`src/owbm_pkg.sv`:
```
`timescale 1ns / 1ps
// ----------------------------------------------------------------------------
// owbm_pkg
// Shared types, command codes, register indexes and segment timings of the
// single-wire bus master.
// ----------------------------------------------------------------------------
package owbm_pkg;

  localparam int unsigned OpW   = 3;
  localparam int unsigned CntW  = 16;
  localparam int unsigned RegIdxW = 2;

  localparam logic [OpW-1:0] OP_TICK   = 3'd0;
  localparam logic [OpW-1:0] OP_RESET  = 3'd1;
  localparam logic [OpW-1:0] OP_WRITE  = 3'd2;
  localparam logic [OpW-1:0] OP_READ   = 3'd3;
  localparam logic [OpW-1:0] OP_SLOT1  = 3'd4;
  localparam logic [OpW-1:0] OP_SLOT0  = 3'd5;
  localparam logic [OpW-1:0] OP_LONG   = 3'd6;
  localparam logic [OpW-1:0] OP_UNUSED = 3'd7;

  localparam logic [RegIdxW-1:0] REG_RESET_LOW     = 2'd0;
  localparam logic [RegIdxW-1:0] REG_LONG_RECOVERY = 2'd1;

  localparam logic [9:0]      RESET_LOW_DEFAULT     = 10'd500;
  localparam logic [CntW-1:0] LONG_RECOVERY_DEFAULT = 16'd13000;

  localparam logic [CntW-1:0] PRE_US        = 16'd250;
  localparam logic [CntW-1:0] WAIT_US       = 16'd60;
  localparam logic [CntW-1:0] SAMPLE_US     = 16'd60;
  localparam logic [CntW-1:0] HIGHWAIT_US   = 16'd180;
  localparam logic [CntW-1:0] TAIL_US       = 16'd420;
  localparam logic [CntW-1:0] SLOT_LONG_US  = 16'd60;
  localparam logic [CntW-1:0] SLOT_SHORT_US = 16'd1;
  localparam logic [CntW-1:0] LONG_ONE_US   = 16'd10;
  localparam logic [CntW-1:0] RD_LOW_US     = 16'd2;
  localparam logic [CntW-1:0] RD_REL_US     = 16'd14;
  localparam logic [CntW-1:0] RD_REC_US     = 16'd60;
  localparam logic [CntW-1:0] BYTE_TAIL_US  = 16'd30;
  localparam logic [7:0]      SAMPLE_WINDOW = 8'd60;
  localparam logic [3:0]      BITS_PER_BYTE = 4'd8;
  localparam logic [3:0]      BITS_PER_SLOT = 4'd1;

  typedef enum logic [12:0] {
    PH_IDLE     = 13'b0000000000001,
    PH_PRE      = 13'b0000000000010,
    PH_RLOW     = 13'b0000000000100,
    PH_WAIT60   = 13'b0000000001000,
    PH_SAMPLE   = 13'b0000000010000,
    PH_HIGHWAIT = 13'b0000000100000,
    PH_TAIL420  = 13'b0000001000000,
    PH_BITLOW   = 13'b0000010000000,
    PH_BITREL   = 13'b0000100000000,
    PH_RDLOW    = 13'b0001000000000,
    PH_RDREL    = 13'b0010000000000,
    PH_RDREC    = 13'b0100000000000,
    PH_BYTETAIL = 13'b1000000000000
  } phase_t;

  typedef struct packed {
    logic [9:0]      reset_low_us;
    logic [CntW-1:0] long_recovery_us;
  } cfg_t;

  typedef struct packed {
    logic [OpW-1:0] op;
    logic [7:0]     data_byte;
    logic           line_level;
  } item_t;

  typedef struct packed {
    logic       drive_low;
    logic       busy_res;
    logic       done_res;
    logic       presence;
    logic [7:0] read_value;
    logic       rejected;
  } result_t;

  typedef struct packed {
    phase_t          phase;
    logic [OpW-1:0]  operation;
    logic [CntW-1:0] us_counter;
    logic [7:0]      window_index;
    logic [3:0]      bit_count;
    logic [7:0]      shift_byte;
    logic            presence_flag;
    logic [7:0]      read_byte_reg;
  } seq_state_t;

  typedef struct packed {
    seq_state_t st;
    logic       done;
  } seq_step_t;

endpackage

```
`src/owbm_cfg.sv`:
```
`timescale 1ns / 1ps
// ----------------------------------------------------------------------------
// owbm_cfg
// Configuration register file: decodes write transactions into the reset
// pulse length and the long-pulse recovery time.
// ----------------------------------------------------------------------------
module owbm_cfg (
  input  logic                             clk,
  input  logic                             rst,
  input  logic                             wr_en,
  input  logic [owbm_pkg::RegIdxW-1:0]     wr_index,
  input  logic [owbm_pkg::CntW-1:0]        wr_data,
  output owbm_pkg::cfg_t                   cfg
);

  always_ff @(posedge clk) begin
    if (rst) begin
      cfg.reset_low_us     <= owbm_pkg::RESET_LOW_DEFAULT;
      cfg.long_recovery_us <= owbm_pkg::LONG_RECOVERY_DEFAULT;
    end else if (wr_en) begin
      case (wr_index)
        owbm_pkg::REG_RESET_LOW:     cfg.reset_low_us     <= wr_data[9:0];
        owbm_pkg::REG_LONG_RECOVERY: cfg.long_recovery_us <= wr_data;
        default: ;
      endcase
    end
  end

endmodule

```
`src/owbm_seq.sv`:
```
`timescale 1ns / 1ps
// ----------------------------------------------------------------------------
// owbm_seq
// Bus sequencer: holds the operation state and advances it by one
// microsecond for each item, producing the result for that item.
// ----------------------------------------------------------------------------
module owbm_seq (
  input  logic              clk,
  input  logic              rst,
  input  logic              step,
  input  owbm_pkg::item_t   item,
  input  owbm_pkg::cfg_t    cfg,
  output owbm_pkg::result_t res
);

  owbm_pkg::seq_state_t state;
  owbm_pkg::seq_state_t state_next;
  owbm_pkg::seq_state_t s_start;
  owbm_pkg::seq_state_t s_work;
  owbm_pkg::seq_step_t  adv1;
  owbm_pkg::seq_step_t  adv2;
  logic                 is_cmd;
  logic                 want_adv;

  function automatic logic [owbm_pkg::CntW-1:0] seg_len(owbm_pkg::seq_state_t s,
                                                        owbm_pkg::cfg_t c);
    logic one;
    logic is_long;
    one     = s.shift_byte[0];
    is_long = (s.operation == owbm_pkg::OP_LONG);
    case (s.phase)
      owbm_pkg::PH_PRE:      seg_len = owbm_pkg::PRE_US;
      owbm_pkg::PH_RLOW:     seg_len = {6'b0, c.reset_low_us};
      owbm_pkg::PH_WAIT60:   seg_len = owbm_pkg::WAIT_US;
      owbm_pkg::PH_SAMPLE:   seg_len = owbm_pkg::SAMPLE_US;
      owbm_pkg::PH_HIGHWAIT: seg_len = owbm_pkg::HIGHWAIT_US - {10'b0, s.window_index[5:0]};
      owbm_pkg::PH_TAIL420:  seg_len = owbm_pkg::TAIL_US;
      owbm_pkg::PH_BITLOW: begin
        if (is_long) seg_len = one ? owbm_pkg::LONG_ONE_US : owbm_pkg::SLOT_LONG_US;
        else         seg_len = one ? owbm_pkg::SLOT_SHORT_US : owbm_pkg::SLOT_LONG_US;
      end
      owbm_pkg::PH_BITREL: begin
        if (is_long) seg_len = c.long_recovery_us;
        else         seg_len = one ? owbm_pkg::SLOT_LONG_US : owbm_pkg::SLOT_SHORT_US;
      end
      owbm_pkg::PH_RDLOW:    seg_len = owbm_pkg::RD_LOW_US;
      owbm_pkg::PH_RDREL:    seg_len = owbm_pkg::RD_REL_US;
      owbm_pkg::PH_RDREC:    seg_len = owbm_pkg::RD_REC_US;
      owbm_pkg::PH_BYTETAIL: seg_len = owbm_pkg::BYTE_TAIL_US;
      default:               seg_len = '0;
    endcase
  endfunction

  function automatic owbm_pkg::seq_step_t next_seg(owbm_pkg::seq_state_t s,
                                                   owbm_pkg::cfg_t c);
    owbm_pkg::seq_step_t r;
    logic [3:0]          total;
    r.st   = s;
    r.done = 1'b0;
    total  = (s.operation == owbm_pkg::OP_SLOT1 || s.operation == owbm_pkg::OP_SLOT0) ?
             owbm_pkg::BITS_PER_SLOT : owbm_pkg::BITS_PER_BYTE;
    case (s.phase)
      owbm_pkg::PH_PRE:    r.st.phase = owbm_pkg::PH_RLOW;
      owbm_pkg::PH_RLOW:   r.st.phase = owbm_pkg::PH_WAIT60;
      owbm_pkg::PH_WAIT60: begin
        r.st.window_index = '0;
        r.st.phase        = owbm_pkg::PH_SAMPLE;
      end
      owbm_pkg::PH_SAMPLE, owbm_pkg::PH_HIGHWAIT: r.st.phase = owbm_pkg::PH_TAIL420;
      owbm_pkg::PH_BITLOW: r.st.phase = owbm_pkg::PH_BITREL;
      owbm_pkg::PH_BITREL: begin
        r.st.bit_count  = s.bit_count + 4'd1;
        r.st.shift_byte = {1'b0, s.shift_byte[7:1]};
        if (r.st.bit_count >= total) begin
          if (s.operation == owbm_pkg::OP_WRITE) begin
            r.st.phase = owbm_pkg::PH_BYTETAIL;
          end else begin
            r.st.phase = owbm_pkg::PH_IDLE;
            r.done     = 1'b1;
          end
        end else begin
          r.st.phase = owbm_pkg::PH_BITLOW;
        end
      end
      owbm_pkg::PH_RDLOW: r.st.phase = owbm_pkg::PH_RDREL;
      owbm_pkg::PH_RDREL: r.st.phase = owbm_pkg::PH_RDREC;
      owbm_pkg::PH_RDREC: begin
        r.st.bit_count = s.bit_count + 4'd1;
        r.st.phase     = (r.st.bit_count >= owbm_pkg::BITS_PER_BYTE) ?
                         owbm_pkg::PH_BYTETAIL : owbm_pkg::PH_RDLOW;
      end
      default: begin
        r.st.phase = owbm_pkg::PH_IDLE;
        r.done     = 1'b1;
      end
    endcase
    if (r.done && s.operation == owbm_pkg::OP_READ) r.st.read_byte_reg = r.st.shift_byte;
    r.st.us_counter = seg_len(r.st, c);
    next_seg = r;
  endfunction

  always_comb begin
    is_cmd  = (item.op != owbm_pkg::OP_TICK) && (item.op != owbm_pkg::OP_UNUSED);
    s_start = state;
    if (is_cmd && state.phase == owbm_pkg::PH_IDLE) begin
      s_start.operation    = item.op;
      s_start.bit_count    = '0;
      s_start.window_index = '0;
      case (item.op)
        owbm_pkg::OP_RESET: begin
          s_start.presence_flag = 1'b0;
          s_start.shift_byte    = '0;
          s_start.phase         = owbm_pkg::PH_PRE;
        end
        owbm_pkg::OP_READ: begin
          s_start.shift_byte = '0;
          s_start.phase      = owbm_pkg::PH_RDLOW;
        end
        owbm_pkg::OP_SLOT1: begin
          s_start.shift_byte = 8'h01;
          s_start.phase      = owbm_pkg::PH_BITLOW;
        end
        owbm_pkg::OP_SLOT0: begin
          s_start.shift_byte = '0;
          s_start.phase      = owbm_pkg::PH_BITLOW;
        end
        default: begin
          s_start.shift_byte = item.data_byte;
          s_start.phase      = owbm_pkg::PH_BITLOW;
        end
      endcase
      s_start.us_counter = seg_len(s_start, cfg);
    end

    s_work   = s_start;
    want_adv = 1'b0;
    case (s_start.phase)
      owbm_pkg::PH_IDLE: ;
      owbm_pkg::PH_SAMPLE: begin
        if (!item.line_level) begin
          s_work.presence_flag = 1'b1;
          s_work.phase         = owbm_pkg::PH_HIGHWAIT;
          s_work.us_counter    = seg_len(s_work, cfg);
        end else begin
          s_work.window_index = s_start.window_index + 8'd1;
          if (s_start.us_counter != '0) s_work.us_counter = s_start.us_counter - 16'd1;
          want_adv = (s_work.window_index >= owbm_pkg::SAMPLE_WINDOW) ||
                     (s_work.us_counter == '0);
        end
      end
      owbm_pkg::PH_HIGHWAIT: begin
        if (item.line_level) begin
          want_adv = 1'b1;
        end else begin
          if (s_start.us_counter != '0) s_work.us_counter = s_start.us_counter - 16'd1;
          want_adv = (s_work.us_counter == '0);
        end
      end
      default: begin
        if (s_start.phase == owbm_pkg::PH_RDREL && s_start.us_counter <= 16'd1) begin
          s_work.shift_byte = {item.line_level, s_start.shift_byte[7:1]};
        end
        if (s_start.us_counter != '0) s_work.us_counter = s_start.us_counter - 16'd1;
        want_adv = (s_work.us_counter == '0);
      end
    endcase

    adv1 = next_seg(s_work, cfg);
    if (!adv1.done && adv1.st.us_counter == '0) adv2 = next_seg(adv1.st, cfg);
    else                                         adv2 = adv1;

    state_next = want_adv ? adv2.st : s_work;

    res.drive_low  = (s_start.phase == owbm_pkg::PH_RLOW) ||
                     (s_start.phase == owbm_pkg::PH_BITLOW) ||
                     (s_start.phase == owbm_pkg::PH_RDLOW);
    res.busy_res   = (state_next.phase != owbm_pkg::PH_IDLE);
    res.done_res   = want_adv && adv2.done;
    res.presence   = state_next.presence_flag;
    res.read_value = state_next.read_byte_reg;
    res.rejected   = is_cmd && (state.phase != owbm_pkg::PH_IDLE);
  end

  always_ff @(posedge clk) begin
    if (rst) begin
      state.phase         <= owbm_pkg::PH_IDLE;
      state.operation     <= '0;
      state.us_counter    <= '0;
      state.window_index  <= '0;
      state.bit_count     <= '0;
      state.shift_byte    <= '0;
      state.presence_flag <= 1'b0;
      state.read_byte_reg <= '0;
    end else if (step) begin
      state <= state_next;
    end
  end

endmodule

```
`src/one_wire_bus_master_unit.sv`:
```
`timescale 1ns / 1ps
// ----------------------------------------------------------------------------
// one_wire_bus_master_unit
// Single-wire bus master advanced by one-microsecond items.
//
// Each transaction on the s_ channel is one microsecond of bus time: a plain
// tick or a command (reset, byte write, byte read, single slots, long-pulse
// byte). A command taken while idle starts an operation on that same
// microsecond; one taken while busy is flagged as rejected and ignored.
// Every input transaction yields exactly one m_ transaction carrying the
// drive-low level for that microsecond and the status flags.
// The cfg channel writes the reset pulse length (index 0) and the
// long-pulse recovery time (index 1); it is always ready. The user must write
// it only while no operation is running; the block itself does not enforce it.
// The sequencer step lies between the input and output registers; one item
// is taken per cycle while the receiver does not stall. While the receiver
// stalls, the result is held and at most one more item is absorbed by the
// input register before s_tready drops.
// Reset returns the sequencer to idle, clears presence and the read byte,
// and restores the default register values.
// ----------------------------------------------------------------------------
module one_wire_bus_master_unit (
  input  logic                         clk,
  input  logic                         rst,
  input  logic                         s_tvalid,
  output logic                         s_tready,
  input  logic [15:0]                  s_tdata,   // data_byte[7:0], line_level[8], zero pad
  input  logic [2:0]                   s_tuser,   // op[2:0]
  output logic                         m_tvalid,
  input  logic                         m_tready,
  output logic [15:0]                  m_tdata,   // drive_low, busy_res, done_res, presence,
                                                  // read_value[11:4], rejected[12], zero pad
  input  logic                         cfg_valid,
  output logic                         cfg_ready,
  input  logic [owbm_pkg::RegIdxW-1:0] cfg_index,
  input  logic [15:0]                  cfg_data
);

  owbm_pkg::item_t   in_item;
  logic              in_vld;
  owbm_pkg::result_t out_res;
  owbm_pkg::result_t res;
  owbm_pkg::cfg_t    cfg;
  logic              fire;

  assign fire      = in_vld && (!m_tvalid || m_tready);
  assign s_tready  = !in_vld || fire;
  assign cfg_ready = 1'b1;

  always_ff @(posedge clk) begin
    if (rst) begin
      in_vld <= 1'b0;
    end else if (s_tvalid && s_tready) begin
      in_vld <= 1'b1;
    end else if (fire) begin
      in_vld <= 1'b0;
    end
  end

  always_ff @(posedge clk) begin
    if (s_tvalid && s_tready) begin
      in_item.op         <= s_tuser;
      in_item.data_byte  <= s_tdata[7:0];
      in_item.line_level <= s_tdata[8];
    end
  end

  always_ff @(posedge clk) begin
    if (rst) begin
      m_tvalid <= 1'b0;
    end else if (fire) begin
      m_tvalid <= 1'b1;
    end else if (m_tready) begin
      m_tvalid <= 1'b0;
    end
  end

  always_ff @(posedge clk) begin
    if (fire) begin
      out_res <= res;
    end
  end

  assign m_tdata = {3'b000, out_res.rejected, out_res.read_value, out_res.presence,
                    out_res.done_res, out_res.busy_res, out_res.drive_low};

  owbm_cfg u_cfg (
    .clk      (clk),
    .rst      (rst),
    .wr_en    (cfg_valid && cfg_ready),
    .wr_index (cfg_index),
    .wr_data  (cfg_data),
    .cfg      (cfg)
  );

  owbm_seq u_seq (
    .clk  (clk),
    .rst  (rst),
    .step (fire),
    .item (in_item),
    .cfg  (cfg),
    .res  (res)
  );

endmodule

```
`config.mk`:
```
export PLATFORM = sky130hd
export DESIGN_NAME = one_wire_bus_master_unit
export DESIGN_NICKNAME = d
export VERILOG_FILES = /design/src/owbm_pkg.sv /design/src/owbm_cfg.sv /design/src/owbm_seq.sv /design/src/one_wire_bus_master_unit.sv
export SDC_FILE = /design/constraint.sdc
export NUM_CORES = 1
export LEC_CHECK = 0
export ABC_CLOCK_PERIOD_IN_PS = 5700
export BUFFER_PORTS_ARGS = -buffer_cell sky130_fd_sc_hd__clkbuf_2
export CELL_PAD_IN_SITES_DETAIL_PLACEMENT = 0
export CELL_PAD_IN_SITES_GLOBAL_PLACEMENT = 2
export CORE_MARGIN = 1
export CORE_UTILIZATION = 33
export CTS_CLUSTER_SIZE = 25
export DETAILED_ROUTE_END_ITERATION = 16
export PLACE_DENSITY_LB_ADDON = 0.1
export SLEW_MARGIN = 20
export SYNTH_ARGS = -nofsm -noshare
export SYNTH_HDL_FRONTEND = slang
export SYNTH_SLANG_ARGS = --single-unit
export TNS_END_PERCENT = 1
```
`constraint.sdc`:
```
create_clock -name clk -period 5.7 [get_ports clk]
set_clock_uncertainty 0.2 [all_clocks]
set_input_delay 0.855 -clock clk [delete_from_list [all_inputs] [get_ports clk]]
set_output_delay 0.855 -clock clk [all_outputs]
set_load 0.05 [all_outputs]
```
==> results.yml, run 1 <==
setup_path:
  worstPathRequired_ns: 5.83
  crit_path_end_kind: "register"
  r2r_slack_ns: 0.22
  crit_arrival_ns: 5.61
  path_class: "register to register"
  crit_fanout: 7
  worst_setup_path_start_kind: "register"
grt:
  grt_pass1_wl_um: 49100
  track_usage_pct: 26.4
  grt.overflow.total: 0
  grt_pass1_vias: 7871
  antenna_found_initial: 0
  grt_start_max_net_pins: 46
yosys:
  synthDistinctLibCells: 88
  yosys-top-cells-area: "dfxtp_1, edfxtp_1, nand2_1, nor2_1, a21oi_1"
  yosysWarnings: 0
  synthDominantCellAreaShare_pct: 22.0
  synth_ff_type: "dfxtp_1"
  synth-simple-area-share_pct: 31.1
  synth_cells: 1064
  synth-seq-cells: 114
  syn_avg_cell_area_um2: 7.61
  synth_xor_area_share_pct: 2.44
  ys_seq_area_share_pct: 31.3
  syn_area_um2: 8100
  synth_top_family_by_area: "simple AND/OR/NAND/NOR gates"
  synth_compound_area_share_pct: 24.7
  async_flop_share_pct: 0
  synth-edff-count: 25
  synthAdderAreaFrac_pct: 1.70
  yosysTopAreaCell: "dfxtp_1"
  muxShareOfSynthArea_pct: 4.16
final_layout:
  syn2layout_area_growth_pct: 17.6
  nFillCells: 2516
  ff_latch_area_um2: 2530
  layout_common_cells: "nand2_1, nor2_1, dfxtp_1, a21oi_1, o21ai_0"
  antennaDiodeCount: 0
  drive_above_1_share_pct: 17.0
  finalNetCount: 1171
  multiInputGateArea_um2: 5260
  layout_commonest_cell: "nand2_1"
placed_design:
  io_buffers: 49
  dp_slack_ns: 0.158
  place.gp.congestion: 0.959
  hpwl_um: 24100
timing:
  fin_crit_sh_pct: 96.1
  rsz0062_at_grt: "false"
  fmax_mhz: 183
  hold_violations: 0
  slew_violations: 0
  maxSlewHeadroom_pct: 29.7
  finalSetupViolations: 0
  finalWorstSetupSlack_ns: 0.222
  finalSetupTns_ns: 0
  worstMarginPinSlew_ns: 1.04
  finalCriticalPeriod_ns: 5.48
clock_network:
  root_buffer: "clkbuf_16"
  tritoncts: "done"
  cts_sinks: 114
  postCtsHoldBufs: 0
  clk_latency_ns: 0.43
  clkTransAtPathRegs_ns: 0.07
  cts_buffers: 17
  cts.htree.levels: 4
  clk_path_buf_depth: 2
routing:
  wl_per_cell_um: 22.1
  dr.pass1.iters: 5
  drtIter0Drc: 736
  routed_wl_um: 32000
  drc: 0
  ant_nets: 0
  vias_per_cell: 5.83
  vias: 8448
status:
  status: "completed"
pwr:
  p_per_area_nw_per_um2: 301
  irDropWorstVdd_v: 0.000137
  p_leak_nw: 3.69
floorplan:
  io_pins: 61
  die_w_um: 159
  rows: 56
  start_util_pct: 34.1
  dieArea_um2: 25200
  fp.coreArea_um2: 23800
  die_y_um: 159
hold_path:
  worstHoldPathType: "register to register"
job:
  max_cap_violations: 0
==> cells in the mapped netlist (all sizes together) (5+ instances only) <==
| library cell | instances |
|---|---|
| a221oi | 7 |
| nand2 | 151 |
| nand2b | 8 |
| o31ai | 6 |
| a2111oi | 5 |
| mux2i | 19 |
| xnor2 | 12 |
| nor2b | 12 |
| or2 | 12 |
| a311oi | 5 |
| o211ai | 5 |
| or4 | 8 |
| nor2 | 105 |
| nand3 | 45 |
| a211o | 9 |
| clkbuf | 53 |
| nor3b | 6 |
| a21o | 8 |
| dfxtp | 89 |
| mux2 | 13 |
| a22oi | 8 |
| nand3b | 15 |
| edfxtp | 25 |
| ha | 11 |
| xor2 | 8 |
| nand4 | 14 |
| and3 | 12 |
| a211oi | 23 |
| inv | 19 |
| and2 | 12 |
| a31oi | 15 |
| o21a | 5 |
| nor4 | 25 |
| a22o | 6 |
| buf | 18 |
| nor3 | 43 |
| a21oi | 72 |
| or3 | 11 |
| o21ai | 69 |
==> report_power, final <==
part | total, mW | leakage (nW) | internal (mW) | switching, mW
logic | 0.851 | 2.45 | 0.296 | 0.555
registers | 0.898 | 0.963 | 0.862 | 0.0361
clock network | 1.12 | 0.280 | 0.622 | 0.494
==> logic make-up after synthesis <==
group           Yosys count
compound gates          296
xor+xnor                 21
fa+ha+maj                11
buf+inv                  90
flops                   114
mux                      32
other cells               2
simple gates            498
==> critical path: stages (launching register included) <==
cell       delay [ns]
dfxtp_1          0.36
or4_4            0.54
or4_1            0.55
nor3_1           0.18
a31o_2           0.23
ha_1             0.25
or4b_2           0.65
o32ai_1          0.26
a21o_1           0.22
a2111oi_0        0.13
nor3_1           0.30
o211ai_1         0.25
nor4b_2          0.34
nor3b_4          0.29
buf_4            0.17
a31oi_1          0.19
a211oi_1         0.27
==> sequential cells by signal, indices dropped and copies added (netlist names) <==
signal / cells
u_cfg.cfg: 26
u_seq.state: 53
in_item: 12
m_tdata: 13
u_seq.s_start: 8
in_vld: 1
m_tvalid: 1
==> path summary, 6_finish.rpt <==
check,startpoint,end,cells after the start
setup / recovery,u_seq.state[54],u_seq.state[31],16
hold / removal,u_seq.state[8],u_seq.state[8],2
setup reg to reg,u_seq.state[54],u_seq.state[31],16
hold reg to reg,u_seq.state[8],u_seq.state[8],2
==> per-layer routing <==
| metal | track usage [%] | vias to the layer above | wire length (µm) |
|---|---|---|---|
| li1 | - | 4065 | - |
| met5 | 0 | - | 0 |
| met3 | 3.48 | 60 | 1630 |
| met4 | 7.92 | 0 | 753 |
| met1 | 37.5 | 4031 | 15400 |
| met2 | 41.3 | 292 | 14200 |
==> timing repair <==
action / in CTS / in global routing
buffers inserted: 0 / 1
gates resized for setup: 0 / 5
endpoints found under the setup margin: 0 / 25
==> area by class of cell <==
cell class              count  area share, %
clock buffers              17           4.47
clock inverters            15           1.67
multi-input cells         862           55.3
well taps                 319           4.19
repair buffers            104           7.04
inverters                  19          0.749
flip-flops and latches    114           26.6
==> metrics by stage <==
stage	hold WS, ns	area (µm²)	util (%)	cells	power [mW]
after global routing	0.267	9520	40.1	1450	2.98
after detailed placement	0.249	8900	37.5	1417	1.74
after CTS	0.258	9490	39.9	1449	2.86
after global placement	0.241	8900	37.5	1417	1.75
after floorplan	0.232	8130	-	1066	1.45
final	0.258	9520	40.1	1450	2.86
No activity file was read; power rests on OpenSTA's default activity.
==> run 2, diff against run 1 <==
- CORE_MARGIN: 1 -> default
- RECOVER_POWER: default -> 25
- SYNTH_HIERARCHICAL: default -> 1
==> results.yml, run 2 <==
clock_network:
  cts_sinks: 114
  root_buffer: "clkbuf_16"
  postCtsHoldBufs: 0
  cts.htree.levels: 4
  clk_latency_ns: 0.43
  clkTransAtPathRegs_ns: 0.07
  cts_buffers: 17
  clk_path_buf_depth: 2
  tritoncts: "done"
routing:
  vias: 8991
  dr.pass1.iters: 5
  vias_per_cell: 5.90
  drc: 0
  drtIter0Drc: 942
  routed_wl_um: 35400
  ant_nets: 0
  wl_per_cell_um: 23.2
final_layout:
  largest_register: "u_seq/state"
  syn2layout_area_growth_pct: 15.8
  fin_cells: 1524
  largest_register_ffs: 53
  drive_above_1_share_pct: 16.6
  nFillCells: 2801
  layout_common_cells: "nor2_1, nand2_1, dfxtp_1, a21oi_1, buf_4"
  finalNetCount: 1229
  antennaDiodeCount: 0
  utilization_pct: 38.8
  layout_commonest_cell: "nor2_1"
grt:
  grt_pass1_vias: 8396
  antenna_found_initial: 1
  grt_start_max_net_pins: 64
  grt.overflow.total: 0
  grt_pass1_wl_um: 52800
  track_usage_pct: 26.6
pwr:
  irDropWorstVdd_v: 0.000171
  p_total_mw: 2.83
  p_leak_nw: 3.85
  p_per_area_nw_per_um2: 280
setup_path:
  startpoint: "u_seq/state[48]"
  r2r_end: "u_seq/state[30]"
  crit_path_end_kind: "register"
  crit_end: "u_seq/state[30]"
  path_class: "register to register"
  crit_arrival_ns: 5.54
  worst_setup_path_start_kind: "register"
  worst_r2r_path_depth: 19
  crit_fanout: 8
  rr_startpoint: "u_seq/state[48]"
  r2r_slack_ns: 0.30
  worstPathRequired_ns: 5.84
timing:
  fin_crit_sh_pct: 94.7
  finalSetupTns_ns: 0
  finalCriticalPeriod_ns: 5.40
  finalSetupViolations: 0
  fmax_mhz: 185
  finalWorstSetupSlack_ns: 0.303
  rsz0062_at_grt: "false"
  slew_violations: 0
  worstMarginPinSlew_ns: 1.36
  hold_violations: 0
  maxSlewHeadroom_pct: 9.42
yosys:
  synthDominantCellAreaShare_pct: 20.5
  ys_seq_area_share_pct: 29.1
  syn_area_um2: 8700
  async_flop_share_pct: 0
  synth_ff_type: "dfxtp_1"
  synthDistinctLibCells: 99
  yosysWarnings: 6
  synth_cells: 1124
  synth-seq-cells: 114
  yosysTopAreaCell: "dfxtp_1"
  yosysMostFrequentCell: "nor2_1"
  ys_top_cells_by_count: "nor2_1, nand2_1, dfxtp_1"
  synth-edff-count: 25
  yosys-top-cells-area: "dfxtp_1, edfxtp_1, nor2_1, mux2i_1, nand2_1"
  syn_avg_cell_area_um2: 7.74
floorplan:
  die_w_um: 164
  die_y_um: 164
  rows: 59
  dieArea_um2: 27000
  fp.coreArea_um2: 26000
  start_util_pct: 33.5
  io_pins: 61
placed_design:
  place.gp.congestion: 0.941
  io_buffers: 49
  hpwl_um: 26400
  dp.cells: 1492
  dp_slack_ns: 0.309
job:
  max_cap_violations: 0
status:
  status: "completed"
hold_path:
  worstHoldPathType: "register to register"
run 2: cell types whose count changed after synthesis, moves of 7 or more:
cell / delta
nor2_1: +29
clkbuf_1: -7
nand2_1: -33
a211oi_1: -13
mux2i_1: +30
nor3_1: -8
buf_4: +11
nand2b_1: +35
buf_2: +11
a21oi_1: +7
run 2: kinds of logic (layout without fill, tap and decap cells):
kind of cell / Yosys count / in the layout / share of synthesized area [%]
simple gates: 518 / 518 / 31.2
compound gates: 298 / 298 / 23.5
flops: 114 / 114 / 29.1
buf+inv: 105 / 168 / 5.88
mux: 59 / 59 / 6.93
xor+xnor: 17 / 17 / 1.71
fa+ha+maj: 11 / 11 / 1.58
other cells: 2 / 4 / 0.0863
run 2: critical path, cell delays in order (launching register included):
cell,delay [ns]
dfxtp_1,0.46
buf_4,0.21
nor2b_1,0.34
nand3_1,0.15
nor2_1,0.33
a221oi_1,0.16
buf_4,0.19
ha_1,0.28
nor2_1,0.31
nor4_1,0.11
buf_4,0.16
a31o_2,0.30
o311a_1,0.36
a2111oi_2,0.42
nand4b_1,0.25
or2_2,0.43
a41oi_1,0.26
nor4b_1,0.11
buf_4,0.16
o32ai_1,0.10
run 2: power breakdown:
group | switching (mW) | total [mW] | internal (mW)
Clock | 0.499 | 1.12 | 0.622
Combinational | 0.533 | 0.808 | 0.275
Sequential | 0.0375 | 0.896 | 0.859
Total | 1.07 | 2.83 | 1.76
run 2: final cells by class:
type	instances	area (µm²)	share of cell area, %
Clock buffer	17	425	4.22
Multi-Input combinational cell	907	5710	56.6
Timing Repair Buffer	115	752	7.46
Tap cell	335	419	4.16
Clock inverter	15	164	1.63
Inverter	21	78.8	0.782
Sequential cell	114	2530	25.1
run 2: worst min-delay path by stage:
stage,startpoint,endpoint,cells past startpoint
finish,u_seq/s_start[3],u_seq/s_start[3],2
global route,u_seq/state[16],u_seq/state[16],2
CTS,u_seq/s_start[3],u_seq/s_start[3],2
detailed placement,u_seq/s_start[3],u_seq/s_start[3],2
global placement,u_seq/s_start[3],u_seq/s_start[3],2
floorplan,u_seq/s_start[3],u_seq/s_start[3],2
run 2: timing repair:
item / CTS / global route
hold endpoints to repair: 0 / 0
resized for setup: 0 / 3
setup buffers: 0 / 0
endpoints found under the setup margin: 0 / 6
run 2: through the flow:
stage | hold slack (ns) | area (µm²)
2_1_floorplan | 0.232 | 8750
3_3_place_gp | 0.241 | 9500
3_5_place_dp | 0.244 | 9500
4_1_cts | 0.256 | 10100
5_1_grt | 0.289 | 10100
6_report | 0.258 | 10100
run 2: metal layers:
| metal | share of wire (%) | up-vias | global-route usage [%] |
|---|---|---|---|
| met5 | 0 | - | 0 |
| met4 | 2.6 | 0 | 8.72 |
| met3 | 5.0 | 56 | 4.34 |
| met2 | 43 | 307 | 40.4 |
| met1 | 49 | 4356 | 38.0 |
| li1 | - | 4272 | - |
